<file path="config.mk">
export PLATFORM = sky130hd
export DESIGN_NAME = session_identity_table_unit
export DESIGN_NICKNAME = d
export VERILOG_FILES = /design/src/hdl/sit_pkg.sv /design/src/hdl/sit_ram.sv /design/src/hdl/sit_datapath.sv /design/src/hdl/sit_ctrl.sv /design/src/hdl/session_identity_table_unit.sv
export SDC_FILE = /design/constraint.sdc
export NUM_CORES = 2
export LEC_CHECK = 0
export BUFFER_PORTS_ARGS = -buffer_cell sky130_fd_sc_hd__buf_2
export CAP_MARGIN = 20
export CORE_MARGIN = 5
export CORE_UTILIZATION = 53
export CTS_CLUSTER_SIZE = 12
export DETAILED_ROUTE_END_ITERATION = 6
export PLACE_DENSITY = 0.69
export SYNTH_ARGS = -nofsm -noshare
export SYNTH_HDL_FRONTEND = slang
export SYNTH_SLANG_ARGS = --single-unit
</file>
<file path="constraint.sdc">
create_clock -name clk -period 34.4 [get_ports clk]
set_input_delay 10.32 -clock clk [delete_from_list [all_inputs] [get_ports clk]]
set_output_delay 10.32 -clock clk [all_outputs]
set_load 0.01 [all_outputs]
</file>
<file path="src/hdl/sit_pkg.sv">
// Shared types, codes and defaults for the session identity table.
package sit_pkg;

  localparam int TABLE_ENTRIES_DEF = 16;

  // Request codes
  localparam logic [1:0] REQ_REGISTER   = 2'd0;
  localparam logic [1:0] REQ_REMOVE     = 2'd1;
  localparam logic [1:0] REQ_DISCONNECT = 2'd2;

  // Result status codes
  localparam logic [3:0] ST_ACCEPTED         = 4'd0;
  localparam logic [3:0] ST_IDEMPOTENT       = 4'd1;
  localparam logic [3:0] ST_ACCOUNT_CONFLICT = 4'd2;
  localparam logic [3:0] ST_REPLAY           = 4'd3;
  localparam logic [3:0] ST_DUP_IDENTITY     = 4'd4;
  localparam logic [3:0] ST_FULL             = 4'd5;
  localparam logic [3:0] ST_REMOVED          = 4'd6;
  localparam logic [3:0] ST_ABSENT           = 4'd7;
  localparam logic [3:0] ST_MISMATCH         = 4'd8;

  typedef struct packed {
    logic [1:0]  req_type;
    logic [31:0] account_id;
    logic [63:0] user_identity;
    logic [63:0] ticket_fingerprint;
    logic [31:0] ticket_kind;
  } sit_in_t;

  typedef struct packed {
    logic [3:0]  status;
    logic [63:0] stored_identity;
    logic        stored_identity_valid;
  } sit_out_t;

  typedef struct packed {
    logic        valid;
    logic [31:0] account;
    logic [63:0] identity;
    logic [63:0] fingerprint;
    logic [31:0] kind;
  } sit_entry_t;

  localparam int ENTRY_W = $bits(sit_entry_t);

  // Controller to datapath
  typedef struct packed {
    logic clr;     // write an empty entry at the walk index
    logic load;    // capture the request, restart the walk
    logic scan;    // read the entry at the walk index
    logic commit;  // apply the table update, load the result
  } sit_cmd_t;

  // Datapath to controller
  typedef struct packed {
    logic idx_last;  // walk index points at the last entry
    logic out_busy;  // result register holds an item that is not taken
  } sit_sts_t;

endpackage

</file>
<file path="src/hdl/sit_ram.sv">
// Generic single-write, single-read RAM with registered read data.
module sit_ram #(
  parameter int WIDTH = 8,
  parameter int DEPTH = 16
) (
  input  logic                                 clk,
  input  logic                                 we,
  input  logic [(DEPTH > 1 ? $clog2(DEPTH) : 1)-1:0] waddr,
  input  logic [WIDTH-1:0]                     wdata,
  input  logic [(DEPTH > 1 ? $clog2(DEPTH) : 1)-1:0] raddr,
  output logic [WIDTH-1:0]                     rdata
);

  logic [WIDTH-1:0] mem [DEPTH];
  logic [WIDTH-1:0] rdata_r;

  always_ff @(posedge clk) begin
    if (we) begin
      mem[waddr] <= wdata;
    end
    rdata_r <= mem[raddr];
  end

  assign rdata = rdata_r;

endmodule

</file>
<file path="src/hdl/sit_datapath.sv">
// Datapath: request register, entry walk, match capture, update and result register.
module sit_datapath #(
  parameter int TABLE_ENTRIES = sit_pkg::TABLE_ENTRIES_DEF
) (
  input  logic               clk,
  input  logic               rst_n,
  input  sit_pkg::sit_cmd_t  cmd,
  output sit_pkg::sit_sts_t  sts,
  input  sit_pkg::sit_in_t   in_data,
  output logic               out_valid,
  input  logic               out_stall,
  output sit_pkg::sit_out_t  out_data
);

  localparam int AW = (TABLE_ENTRIES > 1) ? $clog2(TABLE_ENTRIES) : 1;
  localparam logic [AW-1:0] IDX_LAST = AW'(TABLE_ENTRIES - 1);

  sit_pkg::sit_in_t    req_r;
  logic [AW-1:0]       idx_r;
  logic [AW-1:0]       rd_idx_r;
  logic                rd_vld_r;

  logic                acct_hit_r;
  logic [AW-1:0]       acct_slot_r;
  logic [63:0]         acct_ident_r;
  logic                id_hit_r;
  logic [63:0]         id_fp_r;
  logic                free_hit_r;
  logic [AW-1:0]       free_slot_r;

  logic                out_valid_r;
  sit_pkg::sit_out_t   out_data_r;

  logic [sit_pkg::ENTRY_W-1:0] ram_rdata;
  logic [sit_pkg::ENTRY_W-1:0] ram_wdata;
  logic [AW-1:0]               ram_waddr;
  logic                        ram_we;
  sit_pkg::sit_entry_t         rd_entry;

  logic                dec_we;
  logic [AW-1:0]       dec_waddr;
  sit_pkg::sit_entry_t dec_wentry;
  sit_pkg::sit_out_t   dec_out;

  assign rd_entry = sit_pkg::sit_entry_t'(ram_rdata);

  // Walk index and read pipeline
  always_ff @(posedge clk) begin
    if (!rst_n) begin
      idx_r    <= '0;
      rd_vld_r <= 1'b0;
    end else begin
      rd_vld_r <= cmd.scan;
      if (cmd.load) begin
        idx_r <= '0;
      end else if (cmd.clr || cmd.scan) begin
        idx_r <= (idx_r == IDX_LAST) ? '0 : idx_r + 1'b1;
      end
    end
  end

  always_ff @(posedge clk) begin
    rd_idx_r <= idx_r;
    if (cmd.load) begin
      req_r <= in_data;
    end
  end

  // Capture first account hit, first identity hit and lowest free slot
  always_ff @(posedge clk) begin
    if (!rst_n) begin
      acct_hit_r <= 1'b0;
      id_hit_r   <= 1'b0;
      free_hit_r <= 1'b0;
    end else if (cmd.load) begin
      acct_hit_r <= 1'b0;
      id_hit_r   <= 1'b0;
      free_hit_r <= 1'b0;
    end else if (rd_vld_r) begin
      if (rd_entry.valid && !acct_hit_r && rd_entry.account == req_r.account_id) begin
        acct_hit_r <= 1'b1;
      end
      if (rd_entry.valid && !id_hit_r && rd_entry.identity == req_r.user_identity) begin
        id_hit_r <= 1'b1;
      end
      if (!rd_entry.valid && !free_hit_r) begin
        free_hit_r <= 1'b1;
      end
    end
  end

  always_ff @(posedge clk) begin
    if (rd_vld_r) begin
      if (rd_entry.valid && !acct_hit_r && rd_entry.account == req_r.account_id) begin
        acct_slot_r  <= rd_idx_r;
        acct_ident_r <= rd_entry.identity;
      end
      if (rd_entry.valid && !id_hit_r && rd_entry.identity == req_r.user_identity) begin
        id_fp_r <= rd_entry.fingerprint;
      end
      if (!rd_entry.valid && !free_hit_r) begin
        free_slot_r <= rd_idx_r;
      end
    end
  end

  // Decide the result and the table update from the finished walk
  always_comb begin
    dec_we                        = 1'b0;
    dec_waddr                     = acct_slot_r;
    dec_wentry.valid              = 1'b0;
    dec_wentry.account            = req_r.account_id;
    dec_wentry.identity           = req_r.user_identity;
    dec_wentry.fingerprint        = req_r.ticket_fingerprint;
    dec_wentry.kind               = req_r.ticket_kind;
    dec_out.status                = sit_pkg::ST_ABSENT;
    dec_out.stored_identity       = '0;
    dec_out.stored_identity_valid = 1'b0;
    case (req_r.req_type)
      sit_pkg::REQ_REGISTER: begin
        if (acct_hit_r) begin
          dec_out.status = (acct_ident_r == req_r.user_identity) ?
                           sit_pkg::ST_IDEMPOTENT : sit_pkg::ST_ACCOUNT_CONFLICT;
        end else if (id_hit_r) begin
          dec_out.status = (req_r.ticket_fingerprint != '0 &&
                            id_fp_r == req_r.ticket_fingerprint) ?
                           sit_pkg::ST_REPLAY : sit_pkg::ST_DUP_IDENTITY;
        end else if (free_hit_r) begin
          dec_we           = 1'b1;
          dec_waddr        = free_slot_r;
          dec_wentry.valid = 1'b1;
          dec_out.status   = sit_pkg::ST_ACCEPTED;
        end else begin
          dec_out.status = sit_pkg::ST_FULL;
        end
      end
      sit_pkg::REQ_REMOVE: begin
        if (acct_hit_r) begin
          dec_we         = 1'b1;
          dec_out.status = sit_pkg::ST_REMOVED;
        end
      end
      sit_pkg::REQ_DISCONNECT: begin
        if (acct_hit_r) begin
          dec_out.stored_identity       = acct_ident_r;
          dec_out.stored_identity_valid = 1'b1;
          if (acct_ident_r == req_r.user_identity) begin
            dec_we         = 1'b1;
            dec_out.status = sit_pkg::ST_REMOVED;
          end else begin
            dec_out.status = sit_pkg::ST_MISMATCH;
          end
        end
      end
      default: begin
        dec_out.status = sit_pkg::ST_ABSENT;
      end
    endcase
  end

  assign ram_we    = cmd.clr || (cmd.commit && dec_we);
  assign ram_waddr = cmd.clr ? idx_r : dec_waddr;
  assign ram_wdata = cmd.clr ? '0 : sit_pkg::ENTRY_W'(dec_wentry);

  sit_ram #(
    .WIDTH (sit_pkg::ENTRY_W),
    .DEPTH (TABLE_ENTRIES)
  ) u_ram (
    .clk   (clk),
    .we    (ram_we),
    .waddr (ram_waddr),
    .wdata (ram_wdata),
    .raddr (idx_r),
    .rdata (ram_rdata)
  );

  // Result register
  always_ff @(posedge clk) begin
    if (!rst_n) begin
      out_valid_r <= 1'b0;
    end else if (cmd.commit) begin
      out_valid_r <= 1'b1;
    end else if (!out_stall) begin
      out_valid_r <= 1'b0;
    end
  end

  always_ff @(posedge clk) begin
    if (cmd.commit) begin
      out_data_r <= dec_out;
    end
  end

  assign out_valid    = out_valid_r;
  assign out_data     = out_data_r;
  assign sts.idx_last = (idx_r == IDX_LAST);
  assign sts.out_busy = out_valid_r && out_stall;

endmodule

</file>
<file path="src/hdl/sit_ctrl.sv">
// Controller: clearing pass after reset, then request accept, entry walk and commit.
module sit_ctrl (
  input  logic              clk,
  input  logic              rst_n,
  input  logic              in_valid,
  output logic              in_stall,
  input  sit_pkg::sit_sts_t sts,
  output sit_pkg::sit_cmd_t cmd
);

  localparam logic [2:0] S_CLEAR  = 3'd0;
  localparam logic [2:0] S_IDLE   = 3'd1;
  localparam logic [2:0] S_SCAN   = 3'd2;
  localparam logic [2:0] S_LAST   = 3'd3;
  localparam logic [2:0] S_COMMIT = 3'd4;

  logic [2:0] state_r;
  logic [2:0] state_nxt;

  always_comb begin
    state_nxt  = state_r;
    cmd        = '0;
    in_stall   = 1'b1;
    case (state_r)
      S_CLEAR: begin
        cmd.clr = 1'b1;
        if (sts.idx_last) begin
          state_nxt = S_IDLE;
        end
      end
      S_IDLE: begin
        in_stall = 1'b0;
        if (in_valid) begin
          cmd.load  = 1'b1;
          state_nxt = S_SCAN;
        end
      end
      S_SCAN: begin
        cmd.scan = 1'b1;
        if (sts.idx_last) begin
          state_nxt = S_LAST;
        end
      end
      S_LAST: begin
        // last entry's read data is compared this cycle
        state_nxt = S_COMMIT;
      end
      S_COMMIT: begin
        // hold until the result register is free
        if (!sts.out_busy) begin
          cmd.commit = 1'b1;
          state_nxt  = S_IDLE;
        end
      end
      default: begin
        state_nxt = S_CLEAR;
      end
    endcase
  end

  always_ff @(posedge clk) begin
    if (!rst_n) begin
      state_r <= S_CLEAR;
    end else begin
      state_r <= state_nxt;
    end
  end

endmodule

</file>
<file path="src/hdl/session_identity_table_unit.sv">
// Top level of the session identity table: controller plus datapath.
//
// Bounded session table of TABLE_ENTRIES entries keyed by account id, held in
// one RAM. After reset the block runs a clearing pass over the table (in_stall
// high) that marks every entry empty. Each request then walks the whole table,
// one entry per cycle through the RAM's single read port, compares the last
// entry's read data and commits its result to the output register once that
// register is free. One request is in progress at a time; a finished result
// waits in the output register while the next request is accepted and walked.
module session_identity_table_unit #(
  parameter int TABLE_ENTRIES = sit_pkg::TABLE_ENTRIES_DEF
) (
  input  logic              clk,
  input  logic              rst_n,
  input  logic              in_valid,
  output logic              in_stall,
  input  sit_pkg::sit_in_t  in_data,
  output logic              out_valid,
  input  logic              out_stall,
  output sit_pkg::sit_out_t out_data
);

  sit_pkg::sit_cmd_t cmd;
  sit_pkg::sit_sts_t sts;

  sit_ctrl u_ctrl (
    .clk      (clk),
    .rst_n    (rst_n),
    .in_valid (in_valid),
    .in_stall (in_stall),
    .sts      (sts),
    .cmd      (cmd)
  );

  sit_datapath #(
    .TABLE_ENTRIES (TABLE_ENTRIES)
  ) u_dp (
    .clk       (clk),
    .rst_n     (rst_n),
    .cmd       (cmd),
    .sts       (sts),
    .in_data   (in_data),
    .out_valid (out_valid),
    .out_stall (out_stall),
    .out_data  (out_data)
  );

endmodule

</file>
=== Word level (Yosys, flattened, before mapping) ===
Memory sizes are Yosys's and may differ from the RTL's. A register that Yosys moved wholly into a read port is not among the register bits.
Cells that the tools add are included.

* Order comparisons: 0
* Reductions and logical operators: 23
* Multipliers: 0
* Muxes and demuxes: 40
* Add/sub/neg operators: 1
* Shift operators: 0
* Equality and inequality tests: 16
* Divide/modulo/power cells: 0
* Bitwise logic cells: 1

{| class="wikitable"
|+ Operator list
! operator !! number
|-
| $mux W193 || 1
|-
| $eq A64 B64 Y1 || 3
|-
| $mux W69 || 1
|-
| $reduce_bool A64 Y1 || 1
|-
| $mux W4 || 9
|-
| $eq A32 B32 Y1 || 1
|-
| $mux W1 || 19
|-
| $mux W3 || 6
|-
| $pmux W3 S5 || 1
|-
| $pmux W4 S3 || 1
|-
| $logic_and A1 B1 Y1 || 8
|-
| $ne A2 B2 Y1 const B || 4
|-
| $reduce_and A2 Y1 || 4
|-
| $eq A3 B2 Y1 const B || 2
|-
| $add A4 B1 Y4 const B || 1
|-
| $eq A4 B4 Y1 const B || 1
|-
| $logic_not A1 Y1 || 4
|-
| $reduce_and A4 Y1 || 1
|-
| $eq A3 B1 Y1 const B || 1
|-
| $eq A3 B3 Y1 const B || 1
|-
| $logic_not A3 Y1 || 1
|-
| $pmux W1 S3 || 1
|-
| $eq A2 B1 Y1 const B || 1
|-
| $eq A2 B2 Y1 const B || 1
|-
| 6 further kinds || 7
|}

* Input port bits: 198
* Flip-flop bits (word level): 415
* Memories kept: 1
* Output and inout bits: 71
* Latch bits: 0
* Bits in writable memories: 3088
* ROM bits: 0
* Logic and storage cells: 102

{| class="wikitable"
|+ Memory list
! name !! depth !! width !! read ports !! clocked after memory_dff !! wr ports !! RTL line !! source
|-
| u_dp.u_ram.mem || 16 || 193 || 1 || 1 || 1 || sit_ram.sv:14 || <nowiki>logic [WIDTH-1:0] mem [DEPTH];</nowiki>
|}

=== Depth between registers and ports, before layout ===
* Depth after elaboration: 8
* Mapped depth: 8

=== Hierarchy ===
A second synthesis with hierarchy kept.

* Cell total of the unflattened synthesis: 6187
* Area total of the unflattened synthesis: 137018.9 sq um

{| class="wikitable"
|+ By module, submodules not included
! module !! instances !! area an instance (sq um) !! seq. area each (sq um) !! cells each
|-
| sit_ram || 1 || 119702.3 || 96592.6 || 5037
|-
| sit_datapath || 1 || 17130.2 || 12241.7 || 1134
|-
| sit_ctrl || 1 || 186.4 || 60.1 || 16
|}

=== Worst setup path after synthesis ===
Ideal clock, no wire load.

* Path kind: input to register
* Start: input port out_stall
* End: memory u_dp.u_ram.mem[0][100] in the netlist's numbering, enable pin
* Required time: 33.325 ns
* Buffers on the path: 0
* Cell stages on the path: 4
* Path slack: 3.513 ns
* Data arrival time: 29.812 ns
* Path through: a21oi_1 o2111ai_1 o211a_1 nor4_1

* Word-level cells in the longest chain between the ends: 7

{| class="wikitable"
|+ Ends and longest elaborated chain
! element !! RTL line !! source
|-
| start, declared || session_identity_table_unit.sv:19 || <nowiki>input logic out_stall,</nowiki>
|-
| $logic_and A1 B1 Y1 || sit_datapath.sv:197 || <nowiki>assign sts.out_busy = out_valid_r && out_stall;</nowiki>
|-
| $mux W1 || sit_ctrl.sv:50 || <nowiki>if (!sts.out_busy) begin</nowiki>
|-
| $mux W1 || sit_ctrl.sv:24 || <nowiki>case (state_r)</nowiki>
|-
| $logic_and A1 B1 Y1 || sit_datapath.sv:161 || <nowiki>assign ram_we = cmd.clr || (cmd.commit && dec_we);</nowiki>
|-
| $logic_or A1 B1 Y1 || sit_datapath.sv:161 ||
|-
| $mux W1 || sit_ram.sv:18 || <nowiki>if (we) begin</nowiki>
|-
| $mux W1 (not written as such) || sit_ram.sv:19 || <nowiki>mem[waddr] <= wdata;</nowiki>
|-
| end, declared || sit_ram.sv:14 ||
|}

Every way passes these cells.

==> impl_metrics.toml <==
[outcome]
status = "complete, no violations"

[cts]
postCtsSetupBuffers = 0
cts-hold-fix-buffers = 0
clk_latency_ns = 0.95
cts_buffers = 328
clk_pin_slew_ns = 0.06
cts-root-buf = "clkbuf_16"
cts_sinks = 3120
htree_levels = 5
cts_buffer_depth = 4
postCtsResizedCells = 0
cts_tree = "done"

[detailed_routing]
wl_per_cell_um = 31.1
dr.pass1.iters = 5
drcViolationCount = 0
via_count = 52300
viasPerCell = 6.26
dr.first_iter.drc_count = 6535
wirelength_um = 260000
drtAntennaViolNets = 0

[die]
start_util_pct = 53.3
fp.dieW_um = 477
rows = 171
fp.dieArea_sq_um = 227000
pin_count = 269
core_sq_um = 217000
fp.dieH_um = 477

[yosys]
synthDistinctLibCells = 46
synth-xor-area-share_pct = 1.53
synth_warnings = 0
synth-edff-count = 2943
synth-async-reset-ratio_pct = 0
yosysTopAreaCellShare_pct = 76.5
synthMuxAreaShare_pct = 15.7
synth_top_family_by_area = "multiplexers"
yosys-top-cells-area = "edfxtp_1 (76%), mux4_2 (16%), dfxtp_1 (3.1%)"
seq_area_frac_synth_pct = 79.6
synth_top_flop_cell = "edfxtp_1"
synth-seq-cells = 3120
postSynthAreaPerCell_sq_um = 24.0
yosys.area.top_type = "edfxtp_1"
yosys.area_share.adder_pct = 0.0108
mappedNetlistArea_sq_um = 116000
yosys.area_share.simple_pct = 2.03
synth_compound_area_share_pct = 0.296
syn_inst = 4813
synth_fp_nets = 5012

[hold_path]
whs_endpoint = "u_dp.id_fp_r[28]"
hp-class = "reg -> reg"
min-delay-start = "u_dp.u_ram.rdata[60]"
hold_depth = 0

[place]
io_buffers = 236
dp_hpwl_um = 132000
gp_congestion = 0.783
post-place-ws_ns = 19.86

[global_routing]
grt_pass1_wl_um = 375000
first_global_vias = 53100
grt_overflow = 0
grt_max_degree = 168
track_usage_pct = 22.7
antenna_found_initial = 8

[final_layout]
layout_commonest_cell = "edfxtp_1"
drive_gt1_share_pct = 28.2
multi_input_area_sq_um = 22800
ff_latch_area_sq_um = 91900
final_cell_mix = "edfxtp_1 (2943), mux4_2 (805), clkbuf_16 (333), buf_2 (236), dfxtp_1 (173)"
num-nets-final = 5465
fill_cells = 14800
area_growth_pct = 12.6
final_util_pct = 60.0

[timing]
min_period_ns = 13.59
worst_clock_skew_ns = 0.0725
period_share_pct = 39.5
finalSetupTns_ns = 0
worst_pin_slew_ns = 1.21
setup_violations = 0
hold_violations = 0
rsz0062_at_grt = "no"
fmax_ghz = 0.0736
max_slew_margin_pct = 19.6
drv_slew = 0
fin_ws_ns = 20.81
hold_slack_ns = 0.387

[critical_path]
crit_path_end_kind = "flop"
reg2reg_depth = 10
reg2reg_slack_ns = 28.62
cp-start-kind = "input port"
arrival_ns = 14.12
rr_endpoint = "u_dp.u_ram.mem[0][75]"
crit_fanout = 49
startpoint = "out_stall"
r2r-start = "u_dp.dec_wentry[130]"
cp.required_ns = 34.93
crit_type = "in -> reg"

[power_and_ir_drop]
peakVddDrop_mv = 0.0550
power_leakage_nw = 37.4
p_per_area_nw_per_um2 = 60.8

[flow_run]
drv_cap = 0
## how the worst max path moves through the flow
stage                                        end  slack [ns]  cells after the start
after floorplan           u_dp.u_ram.mem[0][100]        3.51                      4
after global placement     u_dp.u_ram.mem[0][71]       19.89                      7
after detailed placement   u_dp.u_ram.mem[0][72]       19.86                      7
after CTS                  u_dp.u_ram.mem[0][75]       20.84                      7
after global routing       u_dp.u_ram.mem[0][75]       20.73                      7
final                      u_dp.u_ram.mem[0][75]       20.81                      7
## critical path, stage by stage
cell and delay, ns:
buf_2 0.12, a21oi_4 0.61, o2111ai_1 0.30, o211a_1 0.48, nor4_2 0.40, buf_4 0.82, buf_4 0.92
## synth_stat cells, types with 5 or more instances
cell      number
edfxtp_1    2943
mux4_2       805
dfxtp_1      177
nor2b_1      147
xor2_1       135
clkbuf_1     108
xnor2_1       67
and2_1        64
nor4_1        61
buf_1         51
buf_2         49
inv_1         31
nand4_1       30
nor2_1        29
nand2_1       16
nor3_1        16
nand2b_1       9
o22ai_1        9
a21oi_1        7
o21ai_0        6
mux2i_1        5
nand3_1        5
## metrics by stage
| step | instances | area (sq um) | total power, mW |
|---|---|---|---|
| floorplan | 4813 | 116000 | 4.67 |
| global placement | 7789 | 120000 | 4.76 |
| detailed placement | 7789 | 120000 | 4.77 |
| CTS | 8355 | 130000 | 7.97 |
| global route | 8358 | 130000 | 8.16 |
| finish | 8358 | 130000 | 7.90 |
## per-layer routing
metal | share of wire (%) | global-route usage [%]
met1 | 40 | 33.3
met2 | 48 | 35.7
met3 | 9.1 | 4.35
met4 | 2.5 | 6.07
met5 | 0 | 0
## final cells by class
class                   instances  area share [%]
repair buffers                332            1.58
clock buffers                 530            7.20
well taps                    2854            2.74
diodes                          2         0.00385
inverters                      31          0.0894
multi-input cells            1453            17.5
flip-flops and latches       3120            70.7
clock inverters                36           0.232
## power breakdown
group          switching, mW  leakage [nW]  internal [mW]
clock                   1.35          4.66           1.87
combinational          0.198          7.10          0.190
sequential            0.0537          25.6           4.24
total                   1.60          37.4           6.31
## kinds of logic (layout without fill, tap and decap cells)
group                    after synthesis  after routing
AO/OA/AOI/OAI                         48             48
XOR/XNOR                             202            202
adder cells (fa/ha/maj)                1              1
buffers and inverters                240            929
flip-flops                          3120           3120
multiplexers                         810            810
other                                  0              2
AND/OR/NAND/NOR                      392            392
## flip-flops by register name, summed over array words and instances (netlist names)
register,cells
u_dp.acct_slot_r,4
u_dp.free_hit_r,1
u_dp.req_r,2
u_dp.id_hit_r,1
u_dp.acct_hit_r,1
u_dp.rd_vld_r,1
u_dp.idx_r,4
u_dp.dec_wentry,160
u_dp.out_data,69
u_dp.u_ram.rdata,161
u_dp.acct_ident_r,64
u_dp.id_fp_r,64
u_ctrl.state_r,3
u_dp.u_ram.mem,2576
u_dp.out_valid,1
u_dp.free_slot_r,4
u_dp.rd_idx_r,4
Power figures use the tool's default switching activity.
